`src/sv/qcgs_pkg.sv`:
```
// ----------------------------------------------------------------------------
// qcgs_pkg: shared types and constants of the crawl gait sequencer
// Field types, joint angle constants, register index codes and small helpers
// for joint slewing and arrival checks.
// ----------------------------------------------------------------------------
package qcgs_pkg;

    localparam int SAMPLE_W = 10;
    localparam int ANGLE_W  = 7;
    localparam int CFG_W    = 10;
    localparam int CFG_IDX_W = 3;

    typedef logic [SAMPLE_W-1:0]  sample_t;
    typedef logic [ANGLE_W-1:0]   angle_t;
    typedef logic [CFG_W-1:0]     cfg_data_t;
    typedef logic [2:0]           phase_code_t;
    typedef logic [1:0]           leg_t;

    // Configuration register index codes
    typedef enum logic [CFG_IDX_W-1:0] {
        CFG_CENTER_YAW       = 3'd0,
        CFG_CENTER_DRIVE     = 3'd1,
        CFG_CENTER_HEIGHT    = 3'd2,
        CFG_CENTER_AMPLITUDE = 3'd3,
        CFG_DEADZONE         = 3'd4,
        CFG_SLEW_STEP        = 3'd5,
        CFG_PHASE_TIMEOUT    = 3'd6,
        CFG_BALANCE_DROP     = 3'd7
    } cfg_idx_t;

    // Joint angle constants, degrees
    localparam angle_t HIP_REST   = 7'd90;
    localparam angle_t KNEE_REST  = 7'd45;
    localparam angle_t HIP_MIN    = 7'd60;
    localparam angle_t HIP_MAX    = 7'd120;
    localparam angle_t KNEE_MAX   = 7'd75;
    localparam angle_t SWING_MAX  = 7'd88;
    localparam angle_t SWING_LIFT = 7'd28;
    localparam angle_t SWING_MIN  = 7'd15;

    // Crawl order 0,2,1,3
    function automatic leg_t crawl_leg(input leg_t slot);
        leg_t leg;
        case (slot)
            2'd0:    leg = 2'd0;
            2'd1:    leg = 2'd2;
            2'd2:    leg = 2'd1;
            default: leg = 2'd3;
        endcase
        return leg;
    endfunction

    // Step a joint toward its target without overshoot
    function automatic angle_t slew_angle(input angle_t cur, input angle_t tgt,
                                          input logic [3:0] step);
        logic [ANGLE_W:0] up;
        logic [ANGLE_W:0] dn;
        angle_t           res;
        up  = {1'b0, cur} + {4'd0, step};
        dn  = {1'b0, cur} - {4'd0, step};
        res = cur;
        if (cur < tgt)
        begin
            res = (up > {1'b0, tgt}) ? tgt : up[ANGLE_W-1:0];
        end
        else if (cur > tgt)
        begin
            // dn wraps negative when step passes zero; treat that as overshoot
            res = (dn[ANGLE_W] || (dn < {1'b0, tgt})) ? tgt : dn[ANGLE_W-1:0];
        end
        return res;
    endfunction

    // Joint is within one step of its target
    function automatic logic angle_arrived(input angle_t cur, input angle_t tgt,
                                           input logic [3:0] step);
        angle_t diff;
        diff = (cur >= tgt) ? (cur - tgt) : (tgt - cur);
        return diff <= {3'd0, step};
    endfunction

endpackage

```
`src/sv/quadruped_crawl_gait_sequencer.sv`:
```
// ----------------------------------------------------------------------------
// quadruped_crawl_gait_sequencer: joystick-driven crawl gait for four legs
// Turns four joystick samples per control tick into eight joint angles and
// the crawl phase, stepping one leg at a time through balance, lift, swing
// and plant.
// ----------------------------------------------------------------------------
// One control tick is one input transaction and gives one result transaction.
// The block takes a new tick every clock cycle: an input register captures
// the four samples, and one pass of combinational logic computes the gait
// targets, the phase step and the slew of all eight joints, which land in
// the state registers that also drive the result ports. Ticks pass the input
// register and then the state registers. The input stalls only while a result
// is waiting and the downstream side stalls. Configuration writes are always
// ready and must be issued while no tick is in flight.
// ----------------------------------------------------------------------------
module quadruped_crawl_gait_sequencer
(
    input  logic                  clk,
    input  logic                  rst_n,

    // configuration write channel
    input  logic                  cfg_valid,
    output logic                  cfg_ready,
    input  logic [2:0]            cfg_index,
    input  qcgs_pkg::cfg_data_t   cfg_data,

    // input tick channel
    input  logic                  in_valid,
    output logic                  in_stall,
    input  qcgs_pkg::sample_t     sample_yaw,
    input  qcgs_pkg::sample_t     sample_drive,
    input  qcgs_pkg::sample_t     sample_height,
    input  qcgs_pkg::sample_t     sample_amplitude,

    // result channel
    output logic                  out_valid,
    input  logic                  out_stall,
    output qcgs_pkg::angle_t      hip_angle_0,
    output qcgs_pkg::angle_t      hip_angle_1,
    output qcgs_pkg::angle_t      hip_angle_2,
    output qcgs_pkg::angle_t      hip_angle_3,
    output qcgs_pkg::angle_t      knee_angle_0,
    output qcgs_pkg::angle_t      knee_angle_1,
    output qcgs_pkg::angle_t      knee_angle_2,
    output qcgs_pkg::angle_t      knee_angle_3,
    output qcgs_pkg::phase_code_t gait_phase,
    output qcgs_pkg::leg_t        swing_leg
);

    import qcgs_pkg::*;

    typedef enum logic [2:0] {
        PH_IDLE    = 3'd0,
        PH_BALANCE = 3'd1,
        PH_LIFT    = 3'd2,
        PH_SWING   = 3'd3,
        PH_PLANT   = 3'd4
    } phase_t;

    // ------------------------------------------------------------------------
    // Configuration registers
    // ------------------------------------------------------------------------
    sample_t     center_yaw_reg;
    sample_t     center_drive_reg;
    sample_t     center_height_reg;
    sample_t     center_amplitude_reg;
    logic [8:0]  deadzone_reg;
    logic [3:0]  slew_step_reg;
    logic [9:0]  phase_timeout_reg;
    logic [6:0]  balance_drop_reg;

    assign cfg_ready = 1'b1;

    always_ff @(posedge clk or negedge rst_n)
    begin
        if (!rst_n)
        begin
            center_yaw_reg       <= 10'd512;
            center_drive_reg     <= 10'd512;
            center_height_reg    <= 10'd512;
            center_amplitude_reg <= 10'd512;
            deadzone_reg         <= 9'd35;
            slew_step_reg        <= 4'd2;
            phase_timeout_reg    <= 10'd280;
            balance_drop_reg     <= 7'd10;
        end
        else if (cfg_valid && cfg_ready)
        begin
            case (cfg_idx_t'(cfg_index))
                CFG_CENTER_YAW:       center_yaw_reg       <= cfg_data;
                CFG_CENTER_DRIVE:     center_drive_reg     <= cfg_data;
                CFG_CENTER_HEIGHT:    center_height_reg    <= cfg_data;
                CFG_CENTER_AMPLITUDE: center_amplitude_reg <= cfg_data;
                CFG_DEADZONE:         deadzone_reg         <= cfg_data[8:0];
                CFG_SLEW_STEP:        slew_step_reg        <= cfg_data[3:0];
                CFG_PHASE_TIMEOUT:    phase_timeout_reg    <= cfg_data;
                CFG_BALANCE_DROP:     balance_drop_reg     <= cfg_data[6:0];
                default:              ;
            endcase
        end
    end

    // ------------------------------------------------------------------------
    // Handshake: the state registers double as the result register, so a
    // tick may only advance while the result slot is empty or being taken.
    // ------------------------------------------------------------------------
    logic    s1_valid_reg;
    sample_t s1_yaw_reg;
    sample_t s1_drive_reg;
    sample_t s1_height_reg;
    sample_t s1_amp_reg;
    logic    out_valid_reg;
    logic    advance;
    logic    tick_fire;

    assign advance   = !out_valid_reg || !out_stall;
    assign in_stall  = s1_valid_reg && !advance;
    assign tick_fire = s1_valid_reg && advance;
    assign out_valid = out_valid_reg;

    always_ff @(posedge clk or negedge rst_n)
    begin
        if (!rst_n)
        begin
            s1_valid_reg  <= 1'b0;
            out_valid_reg <= 1'b0;
        end
        else
        begin
            if (!in_stall)
            begin
                s1_valid_reg <= in_valid;
            end
            if (advance)
            begin
                out_valid_reg <= s1_valid_reg;
            end
        end
    end

    // Capture the samples of an accepted transaction
    always_ff @(posedge clk)
    begin
        if (in_valid && !in_stall)
        begin
            s1_yaw_reg    <= sample_yaw;
            s1_drive_reg  <= sample_drive;
            s1_height_reg <= sample_height;
            s1_amp_reg    <= sample_amplitude;
        end
    end

    // ------------------------------------------------------------------------
    // Joystick offsets and deadzone
    // ------------------------------------------------------------------------
    logic signed [10:0] yaw_raw;
    logic signed [10:0] drv_raw;
    logic signed [10:0] hgt;
    logic signed [10:0] ampl;
    logic signed [10:0] dz;
    logic               yaw_zero;
    logic               drv_zero;
    logic               yaw_pos;
    logic               drv_pos;
    logic               moving;

    assign yaw_raw = $signed({1'b0, s1_yaw_reg})    - $signed({1'b0, center_yaw_reg});
    assign drv_raw = $signed({1'b0, s1_drive_reg})  - $signed({1'b0, center_drive_reg});
    assign hgt     = $signed({1'b0, s1_height_reg}) - $signed({1'b0, center_height_reg});
    assign ampl    = $signed({1'b0, s1_amp_reg})    - $signed({1'b0, center_amplitude_reg});
    assign dz      = $signed({2'b00, deadzone_reg});

    // Zero offsets strictly inside the deadzone
    assign yaw_zero = (yaw_raw > -dz) && (yaw_raw < dz) || (yaw_raw == 11'sd0);
    assign drv_zero = (drv_raw > -dz) && (drv_raw < dz) || (drv_raw == 11'sd0);
    assign yaw_pos  = !yaw_zero && !yaw_raw[10];
    assign drv_pos  = !drv_zero && !drv_raw[10];
    assign moving   = !yaw_zero || !drv_zero;

    // ------------------------------------------------------------------------
    // Knee heights
    // ------------------------------------------------------------------------
    logic signed [15:0] hgt_prod;
    logic signed [15:0] hgt_quot;
    logic signed [15:0] ks_raw;
    angle_t             ks;

    assign hgt_prod = $signed({{5{hgt[10]}}, hgt}) * 16'sd30;
    // Divide by 512 truncating toward zero: bias negative values first
    assign hgt_quot = hgt_prod[15] ? ((hgt_prod + 16'sd511) >>> 9) : (hgt_prod >>> 9);
    assign ks_raw   = 16'sd45 + hgt_quot;
    assign ks       = ks_raw[15] ? 7'd0
                    : ((ks_raw > 16'sd75) ? KNEE_MAX : ks_raw[6:0]);

    // Amplitude clamped to 0..511, then scaled by 30/511 and 22/511.
    // x / 511 = q0 + (r >= 511) with q0 = x >> 9 and r = (x mod 512) + q0,
    // since r stays below twice the divisor.
    logic [8:0]  amp;
    logic [13:0] hip_x;
    logic [13:0] knee_x;
    logic [9:0]  hip_r;
    logic [9:0]  knee_r;
    logic [4:0]  hip_amp;
    logic [4:0]  knee_boost;

    assign amp     = ampl[10] ? 9'd0 : ((ampl > 11'sd511) ? 9'd511 : ampl[8:0]);
    assign hip_x   = 14'(amp) * 14'd30;
    assign knee_x  = 14'(amp) * 14'd22;
    assign hip_r   = {1'b0, hip_x[8:0]}  + {5'd0, hip_x[13:9]};
    assign knee_r  = {1'b0, knee_x[8:0]} + {5'd0, knee_x[13:9]};
    assign hip_amp    = hip_x[13:9]  + 5'(hip_r  >= 10'd511);
    assign knee_boost = knee_x[13:9] + 5'(knee_r >= 10'd511);

    logic [7:0] ksw_v;
    logic [7:0] ksw_lo;
    angle_t     ksw;
    angle_t     ks_stab;

    assign ksw_v   = {1'b0, ks} + {1'b0, SWING_LIFT} + {3'd0, knee_boost};
    assign ksw_lo  = {1'b0, ks} + {1'b0, SWING_MIN};
    assign ksw     = (ksw_v < ksw_lo) ? ksw_lo[6:0]
                   : ((ksw_v > {1'b0, SWING_MAX}) ? SWING_MAX : ksw_v[6:0]);
    // Saturate the support knee at zero for large drops
    assign ks_stab = (ks > balance_drop_reg) ? (ks - balance_drop_reg) : 7'd0;

    // ------------------------------------------------------------------------
    // Hip swing and push targets; legs 0 and 2 turn with positive side,
    // legs 1 and 3 with negative side.
    // ------------------------------------------------------------------------
    logic signed [8:0] fwd;
    logic signed [8:0] yo;
    angle_t            swing_hip [4];
    angle_t            push_hip  [4];

    assign fwd = drv_zero ? 9'sd0
               : (drv_pos ? $signed({4'd0, hip_amp}) : -$signed({4'd0, hip_amp}));
    assign yo  = yaw_zero ? 9'sd0
               : (yaw_pos ? $signed({5'd0, hip_amp[4:1]}) : -$signed({5'd0, hip_amp[4:1]}));

    always_comb
    begin
        logic signed [8:0] sw;
        logic signed [8:0] pu;
        for (int i = 0; i < 4; i++)
        begin
            if (i % 2 == 0)
            begin
                sw = 9'sd90 + fwd - yo;
                pu = 9'sd90 - fwd + yo;
            end
            else
            begin
                sw = 9'sd90 + fwd + yo;
                pu = 9'sd90 - fwd - yo;
            end
            swing_hip[i] = (sw < 9'sd60) ? HIP_MIN : ((sw > 9'sd120) ? HIP_MAX : sw[6:0]);
            push_hip[i]  = (pu < 9'sd60) ? HIP_MIN : ((pu > 9'sd120) ? HIP_MAX : pu[6:0]);
        end
    end

    // ------------------------------------------------------------------------
    // Gait state
    // ------------------------------------------------------------------------
    angle_t     cur_reg  [8];
    angle_t     tgt_reg  [8];
    phase_t     phase_reg;
    leg_t       slot_reg;
    logic [9:0] ticks_reg;

    angle_t     cur_next [8];
    angle_t     tgt_next [8];
    phase_t     phase_next;
    leg_t       slot_next;
    logic [9:0] ticks_next;
    leg_t       leg;
    logic [7:0] arr;

    assign leg = crawl_leg(slot_reg);

    // Rewrite the targets for this phase
    always_comb
    begin
        for (int j = 0; j < 8; j++)
        begin
            tgt_next[j] = tgt_reg[j];
        end
        if (phase_reg inside {PH_BALANCE, PH_LIFT, PH_SWING, PH_PLANT})
        begin
            for (int i = 0; i < 4; i++)
            begin
                if (!moving)
                begin
                    // Released stick: return to stance
                    tgt_next[i]     = HIP_REST;
                    tgt_next[i + 4] = ks;
                end
                else if (2'(i) == leg)
                begin
                    tgt_next[i]     = (phase_reg inside {PH_BALANCE, PH_LIFT}) ?
                                      HIP_REST : swing_hip[i];
                    tgt_next[i + 4] = (phase_reg inside {PH_BALANCE, PH_PLANT}) ?
                                      ks : ksw;
                end
                else
                begin
                    tgt_next[i]     = push_hip[i];
                    tgt_next[i + 4] = (phase_reg inside {PH_BALANCE, PH_LIFT}) ?
                                      ks_stab : ks;
                end
            end
        end
        else
        begin
            // Idle: knees follow the stance height, hips hold
            for (int i = 4; i < 8; i++)
            begin
                tgt_next[i] = ks;
            end
        end
    end

    // Arrival against the new targets, then slew every joint
    always_comb
    begin
        for (int j = 0; j < 8; j++)
        begin
            arr[j]      = angle_arrived(cur_reg[j], tgt_next[j], slew_step_reg);
            cur_next[j] = slew_angle(cur_reg[j], tgt_next[j], slew_step_reg);
        end
    end

    // Phase sequencing with timeout
    always_comb
    begin
        logic       done;
        logic [9:0] ticks_inc;
        logic       sup_arr;
        phase_t     phase_adv;
        phase_next = phase_reg;
        slot_next  = slot_reg;
        ticks_next = ticks_reg;
        ticks_inc  = ticks_reg + 10'd1;
        sup_arr    = 1'b1;
        for (int i = 0; i < 4; i++)
        begin
            if (2'(i) != leg && !arr[i + 4])
            begin
                sup_arr = 1'b0;
            end
        end
        case (phase_reg)
            PH_BALANCE:
            begin
                done      = sup_arr;
                phase_adv = PH_LIFT;
            end
            PH_LIFT:
            begin
                done      = arr[{1'b1, leg}];
                phase_adv = PH_SWING;
            end
            PH_SWING:
            begin
                done      = arr[{1'b0, leg}];
                phase_adv = PH_PLANT;
            end
            PH_PLANT:
            begin
                done      = arr[{1'b1, leg}];
                phase_adv = PH_BALANCE;
            end
            default:
            begin
                done      = 1'b0;
                phase_adv = PH_BALANCE;
            end
        endcase

        if (phase_reg inside {PH_BALANCE, PH_LIFT, PH_SWING, PH_PLANT})
        begin
            if (!moving)
            begin
                phase_next = PH_IDLE;
            end
            else if (done || (ticks_inc >= phase_timeout_reg))
            begin
                ticks_next = 10'd0;
                phase_next = phase_adv;
                if (phase_reg == PH_PLANT)
                begin
                    slot_next = slot_reg + 2'd1;
                end
            end
            else
            begin
                ticks_next = ticks_inc;
            end
        end
        else
        begin
            phase_next = PH_IDLE;
            if (moving)
            begin
                ticks_next = 10'd0;
                phase_next = PH_BALANCE;
            end
        end
    end

    always_ff @(posedge clk or negedge rst_n)
    begin
        if (!rst_n)
        begin
            for (int i = 0; i < 4; i++)
            begin
                cur_reg[i]     <= HIP_REST;
                tgt_reg[i]     <= HIP_REST;
                cur_reg[i + 4] <= KNEE_REST;
                tgt_reg[i + 4] <= KNEE_REST;
            end
            phase_reg <= PH_IDLE;
            slot_reg  <= 2'd0;
            ticks_reg <= 10'd0;
        end
        else if (tick_fire)
        begin
            for (int j = 0; j < 8; j++)
            begin
                cur_reg[j] <= cur_next[j];
                tgt_reg[j] <= tgt_next[j];
            end
            phase_reg <= phase_next;
            slot_reg  <= slot_next;
            ticks_reg <= ticks_next;
        end
    end

    // Result ports come straight from the state, which holds while stalled
    assign hip_angle_0  = cur_reg[0];
    assign hip_angle_1  = cur_reg[1];
    assign hip_angle_2  = cur_reg[2];
    assign hip_angle_3  = cur_reg[3];
    assign knee_angle_0 = cur_reg[4];
    assign knee_angle_1 = cur_reg[5];
    assign knee_angle_2 = cur_reg[6];
    assign knee_angle_3 = cur_reg[7];
    assign gait_phase   = phase_reg;
    assign swing_leg    = crawl_leg(slot_reg);

    // ------------------------------------------------------------------------
    // Assertions
    // ------------------------------------------------------------------------
    // The input side stalls only behind a waiting, stalled result
    assert property (@(posedge clk) disable iff (!rst_n)
        in_stall |-> (out_valid_reg && out_stall))
        else $error("input stalled without a blocked result");

    // Every valid joint angle, knees included, stays at or below the hip maximum
    assert property (@(posedge clk) disable iff (!rst_n)
        out_valid |-> (hip_angle_0 <= HIP_MAX && hip_angle_1 <= HIP_MAX &&
                       hip_angle_2 <= HIP_MAX && hip_angle_3 <= HIP_MAX &&
                       knee_angle_0 <= HIP_MAX && knee_angle_1 <= HIP_MAX &&
                       knee_angle_2 <= HIP_MAX && knee_angle_3 <= HIP_MAX))
        else $error("joint angle out of range");

    // Lift only holds, moves on to swing, or drops to idle
    assert property (@(posedge clk) disable iff (!rst_n)
        phase_reg == PH_LIFT |=>
            (phase_reg == PH_LIFT || phase_reg == PH_SWING || phase_reg == PH_IDLE))
        else $error("illegal exit from lift phase");

    // The crawl order advances only on leaving the plant phase
    assert property (@(posedge clk) disable iff (!rst_n)
        slot_reg != $past(slot_reg) |-> $past(phase_reg) == PH_PLANT)
        else $error("crawl slot moved outside plant phase");

endmodule
```
`config.mk`:
```
export PLATFORM = sky130hd
export DESIGN_NAME = quadruped_crawl_gait_sequencer
export DESIGN_NICKNAME = d
export VERILOG_FILES = /design/src/sv/qcgs_pkg.sv /design/src/sv/quadruped_crawl_gait_sequencer.sv
export SDC_FILE = /design/constraint.sdc
export NUM_CORES = 1
export LEC_CHECK = 0
export BUFFER_PORTS_ARGS = -buffer_cell sky130_fd_sc_hd__buf_2
export CAP_MARGIN = 20
export CORE_MARGIN = 10
export CORE_UTILIZATION = 26
export CTS_CLUSTER_SIZE = 20
export DETAILED_ROUTE_END_ITERATION = 6
export GPL_ROUTABILITY_DRIVEN = 0
export PLACE_DENSITY = 0.41
export SLEW_MARGIN = 15
export SYNTH_ARGS = -nofsm -noshare
export SYNTH_HDL_FRONTEND = slang
export SYNTH_SLANG_ARGS = --single-unit
```
`constraint.sdc`:
```
create_clock -name clk -period 18.4 [get_ports clk]
set_clock_uncertainty 0.2 [all_clocks]
set_input_delay 3.68 -clock clk [delete_from_list [all_inputs] [get_ports clk]]
set_output_delay 3.68 -clock clk [all_outputs]
set_load 0.01 [all_outputs]
```
==> impl_metrics.tcl, run 1 <==
set metrics [dict create \
    io_buffers 120 \
    finalSetupViolCount 0 \
    die_h_um 369 \
    cts.sinks 211 \
    finalSetupTns_ns 0 \
    drcViolationCount 0 \
    synth-edff-count 40 \
    syn2layout_area_growth_pct 14.0 \
    status "finished clean" \
    dr_total_vias 27785 \
    end_kind "register" \
    setup_slack_ns 1.51 \
    clk_latency_ns 0.63 \
    required_ns 18.69 \
    die_w_um 369 \
    slew_headroom_pct 28.4 \
    ys_ff_latch 211 \
    initial_utilization_pct 26.3 \
    holdPathStages 2 \
    drt_iter0_markers 1639 \
    wl_per_cell_um 19.3 \
    fin_crit_sh_pct 91.8 \
    antenna_found_initial 8 \
    finalHoldViolations 0 \
    final.min_clock_period_ns 16.89 \
    reg2reg_depth 77 \
    fmax_mhz 59.2 \
    crit_path_start_kind "register" \
    rows 127 \
    rsz0062_at_grt "false" \
    dieArea_um2 136000 \
    ys_seq_area_share_pct 17.6 \
    grt_pass1_vias 27824 \
    nNetsFinal 4619 \
    drtPass1Iterations 6 \
    largest_reg_flops 28 \
    final_cell_mix "ha_1, inv_1, nor2_1, a21oi_1, o21ai_0" \
    fp.coreArea_um2 120000 \
    gr-total-overflow 0 \
    slew_viol_final 0 \
    tritoncts "yes" \
    ant_nets 0 \
    avgViaCountPerCell 4.98 \
    ys.warnings.count 0 \
    cts_made_buffers 37 \
    syn-cell-area_um2 31600 \
    dp_slack_ns 0.686 \
    cp_top_family "compound AO/OA/AOI/OAI gates" \
    cts_hold_buf 0 \
    hold_class "register to register" \
    pin_count 122 \
    grt_start_max_net_pins 74 \
    mostFrequentLayoutCell "ha_1" \
    cts.htree.levels 2 \
    cp_common_cell "ha_1" \
    syn_inst 3783 \
    cts_root_buffer "clkbuf_16" \
    grt_pass1_wl_mm 168 \
    arrival_ns 17.18 \
    ys.flop_type "dfrtp_1" \
    crit_slowest_cell "or4_1" \
    tightest_slew_ns 1.07 \
    critical_path.max_fanout 10 \
    crit_buf_inv 10 \
    finalWirelength_mm 108 \
    slowest_delay_ns 0.53 \
    path_clk_slew_ns 0.06 \
    async_flop_share_pct 81.0 \
    track_usage_pct 15.4 \
    synth_cell_types 106 \
    hpwl_mm 85.1 \
    crit_type "register to register" \
    avgSynthCellArea_um2 8.36 \
    cts.path.max_buffers 3 \
    cap_violations 0 \
    drive_gt1_share_pct 12.6 \
    path_depth 77 \
]
-- routing by layer --
layer | share of wire, % | wire length (µm) | vias up | global-route usage [%]
met5 | 0 | 0 | - | 0
met4 | 1.6 | 1740 | 0 | 2.89
met3 | 3.4 | 3640 | 91 | 1.79
met2 | 45 | 47900 | 470 | 25.0
met1 | 50 | 54400 | 13306 | 22.0
li1 | - | - | 13918 | -
-- cell type report --
cell class                 instances  area [µm²]
timing repair buffer             201        1220
tap                             1612        2020
multi-input combinational       3080       24300
fill                           12964       84200
inverter                         401        1510
sequential                       211        5560
clock inverter                    24         428
clock buffer                      44         972
antenna                            1        2.50
-- through the flow --
step | utilization, % | hold WS [ns] | area, µm² | cells
global placement | 28.7 | 0.263 | 34500 | 5500
global route | 30.0 | 0.291 | 36000 | 5574
detailed placement | 28.7 | 0.258 | 34500 | 5500
CTS | 29.9 | 0.272 | 35900 | 5568
finish | 30.0 | 0.268 | 36000 | 5574
floorplan | - | 0.246 | 31600 | 3784
-- synth_stat cells, types with 11 or more instances --
| master | instances | area (µm²) |
|---|---|---|
| o21bai_1 | 38 | 285 |
| o211ai_1 | 25 | 188 |
| nand2_1 | 230 | 863 |
| mux2_2 | 66 | 743 |
| clkbuf_1 | 79 | 297 |
| nand2b_1 | 70 | 438 |
| a211oi_1 | 27 | 203 |
| o21ai_1 | 11 | 55.1 |
| o21a_1 | 58 | 435 |
| nor3_1 | 72 | 360 |
| nand4_1 | 39 | 244 |
| a21boi_0 | 14 | 105 |
| and3_1 | 21 | 131 |
| a22oi_1 | 21 | 158 |
| nor3b_1 | 11 | 82.6 |
| xnor2_1 | 151 | 1320 |
| nor2b_1 | 84 | 526 |
| a21oi_1 | 244 | 1220 |
| o31ai_1 | 28 | 210 |
| edfxtp_1 | 40 | 1200 |
| or2_2 | 18 | 113 |
| ha_1 | 551 | 6890 |
| dfstp_2 | 61 | 1600 |
| nor4_1 | 30 | 188 |
| or3_1 | 20 | 125 |
| a221oi_1 | 11 | 96.3 |
| a41oi_1 | 15 | 131 |
| o21ai_0 | 244 | 1220 |
| dfrtp_1 | 110 | 2750 |
| o221ai_1 | 12 | 105 |
| and4_1 | 20 | 175 |
| a21o_1 | 80 | 601 |
| fa_1 | 78 | 1560 |
| mux2i_1 | 61 | 611 |
| a31oi_1 | 37 | 231 |
| nand3_1 | 80 | 400 |
| and2_1 | 28 | 175 |
| xor2_1 | 86 | 753 |
| o2111ai_1 | 13 | 114 |
| inv_1 | 400 | 1500 |
| o22ai_1 | 16 | 100 |
| nor2_1 | 265 | 995 |
-- cell families after synthesis --
logic type,after synthesis,synth area share (%)
AO/OA/AOI/OAI,1033,21.7
AND/OR/NAND/NOR,1046,16.8
adder cells (fa/ha/maj),629,26.7
multiplexers,128,4.32
flip-flops,211,17.6
other,1,0.0119
buffers and inverters,493,5.95
XOR/XNOR,242,6.92
-- final timing paths --
path	start	endpoint	slack, ns
worst min-delay path	tgt_reg[29]	tgt_reg[29]	0.27
worst max-delay path	s1_height_reg[0]	slot_reg[1]	1.51
worst max register to register	s1_height_reg[0]	slot_reg[1]	1.51
min in group asynchronous	rst_n	knee_angle_1[6]	2.94
worst min register to register	tgt_reg[29]	tgt_reg[29]	0.27
max in group asynchronous	rst_n	tgt_reg[51]	13.77
-- worst register-to-register path, delay by kind of cell, from the launching register on --
kind | cells | cell delay (ns)
AO/OA/AOI/OAI | 30 | 5.31
adder cells (fa/ha/maj) | 14 | 4.84
AND/OR/NAND/NOR | 19 | 3.83
buffers and inverters | 10 | 1.12
XOR/XNOR | 2 | 0.56
multiplexers | 2 | 0.55
flip-flops | 1 | 0.35
-- timing repair --
action / CTS / global route
setup buffers: 0 / 5
gates resized for setup: 0 / 21
setup endpoints to repair: 0 / 15
Power of run 1 is not shown: default switching activity piles up to over one toggle a cycle in this logic, so the estimate is an artifact.
==> run 2, diff against run 1 <==
--- a/config.mk
+++ b/config.mk
@@ -12,7 +12,7 @@
 export CTS_CLUSTER_SIZE = 20
 export DETAILED_ROUTE_END_ITERATION = 6
 export GPL_ROUTABILITY_DRIVEN = 0
-export PLACE_DENSITY = 0.41
+export PLACE_DENSITY = 0.46
 export SLEW_MARGIN = 15
 export SYNTH_ARGS = -nofsm -noshare
 export SYNTH_HDL_FRONTEND = slang
==> impl_metrics.tcl, run 2 (synthesized netlist as in run 1, its figures left out) <==
set metrics [dict create \
    tritoncts "yes" \
    path_clk_slew_ns 0.06 \
    wl_met2_mm 47.8 \
    drcViolationCount 0 \
    slew_viol_final 0 \
    gr-total-overflow 0 \
    cts_made_buffers 34 \
    cp_common_cell "ha_1" \
    drtPass1Iterations 5 \
    dieArea_um2 136000 \
    nNetsFinal 4601 \
    pin_count 122 \
    crit_path_start_kind "register" \
    cts.path.max_buffers 3 \
    wl_met3_mm 5.09 \
    setup_slack_ns 1.46 \
    clk_latency_ns 0.59 \
    io_buffers 120 \
    hold_class "register to register" \
    cts.htree.levels 2 \
    arrival_ns 17.20 \
    rows 127 \
    initial_utilization_pct 26.3 \
    die_w_um 369 \
    final.min_clock_period_ns 16.94 \
    crit_type "register to register" \
    reg2reg_depth 72 \
    grt_pass1_wl_mm 166 \
    holdPathStages 2 \
    mostFrequentLayoutCell "ha_1" \
    ff_latch_area_um2 5560 \
    die_h_um 369 \
    finalSetupTns_ns 0 \
    fmax_mhz 59.0 \
    cts_hold_buf 0 \
    hold_slack_ns 0.281 \
    end_kind "register" \
    required_ns 18.66 \
    tightest_slew_ns 1.03 \
    fin_crit_sh_pct 92.0 \
    antenna_found_initial 5 \
    ant_nets 0 \
    drt_iter0_markers 1856 \
    cts_root_buffer "clkbuf_16" \
    finalWirelength_mm 106 \
    fp.coreArea_um2 120000 \
    slew_headroom_pct 31.1 \
    wl_met1_mm 50.6 \
    hpwl_mm 83.2 \
    cts.sinks 211 \
    cap_violations 0 \
    multi_input_area_um2 24400 \
    largest_reg_flops 28 \
    status "finished clean" \
    finalHoldViolations 0 \
    top_layer "met4" \
    finalSetupViolCount 0 \
    syn2layout_area_growth_pct 13.0 \
    avgViaCountPerCell 5.02 \
    track_usage_pct 15.1 \
    final_cells 5555 \
    wl_per_cell_um 19.0 \
    dp_slack_ns 0.336 \
    grt_start_max_net_pins 67 \
    final_cell_mix "ha_1, inv_1, nor2_1, o21ai_0, a21oi_1" \
    drive_gt1_share_pct 12.2 \
    place_inst 5486 \
    grt_pass1_vias 28165 \
    dr_total_vias 27908 \
    slowest_delay_ns 0.53 \
    crit_slowest_cell "or4_1" \
    nFillCells 12871 \
    critical_path.max_fanout 10 \
    rsz0062_at_grt "false" \
]
[run 2: cell count changes in the layout (fill, tap and decap cells not counted), moves of 3 or more]
cell / previous run / this run
clkinv_16: 3 / 0
clkinv_2: 4 / 11
clkbuf_16: 37 / 34
bufinv_16: 8 / 5
buf_4: 81 / 65
[run 2: layer usage]
layer | global-route usage, % | up-vias
li1 | - | 13855
met1 | 20.7 | 13307
met2 | 24.8 | 624
met3 | 2.15 | 122
met4 | 3.65 | 0
met5 | 0 | -
[run 2: worst paths after layout]
kind / start / to / slack, ns
worst max-delay path: center_height_reg[1] / slot_reg[1] / 1.46
worst min-delay path: tgt_reg[31] / tgt_reg[31] / 0.28
worst max register to register: center_height_reg[1] / slot_reg[1] / 1.46
worst min register to register: tgt_reg[31] / tgt_reg[31] / 0.28
max in group asynchronous: rst_n / deadzone_reg[6] / 12.83
min in group asynchronous: rst_n / hip_angle_3[2] / 2.92
[run 2: critical path, delay by kind of cell (launching register included)]
| family | cells | cell delay, ns |
|---|---|---|
| buf+inv | 4 | 0.36 |
| compound gates | 33 | 6.29 |
| xor+xnor | 3 | 0.87 |
| flops | 1 | 0.35 |
| simple gates | 17 | 3.79 |
| mux | 2 | 0.48 |
| fa+ha+maj | 13 | 4.48 |
[run 2: per-stage QoR]
stage / util (%) / instance area, µm²
final: 29.7 / 35700
after global placement: 28.6 / 34400
after floorplan: - / 31600
after CTS: 29.6 / 35600
after global routing: 29.7 / 35700
after detailed placement: 28.6 / 34400
[run 2: layout make-up]
type                    count  share of cell area, %
clock buffers              38                   2.45
multi-input cells        3080                   68.2
well taps                1612                   5.64
flip-flops and latches    211                   15.6
diodes                      3                 0.0210
clock inverters            24                  0.770
repair buffers            186                   3.13
inverters                 401                   4.21
[run 2: timing repair]
| action | in CTS | in global routing |
|---|---|---|
| setup endpoints to repair | 0 | 15 |
| setup buffers | 0 | 2 |
| gates resized for setup | 0 | 29 |
Power of run 2 is left out for the same reason.
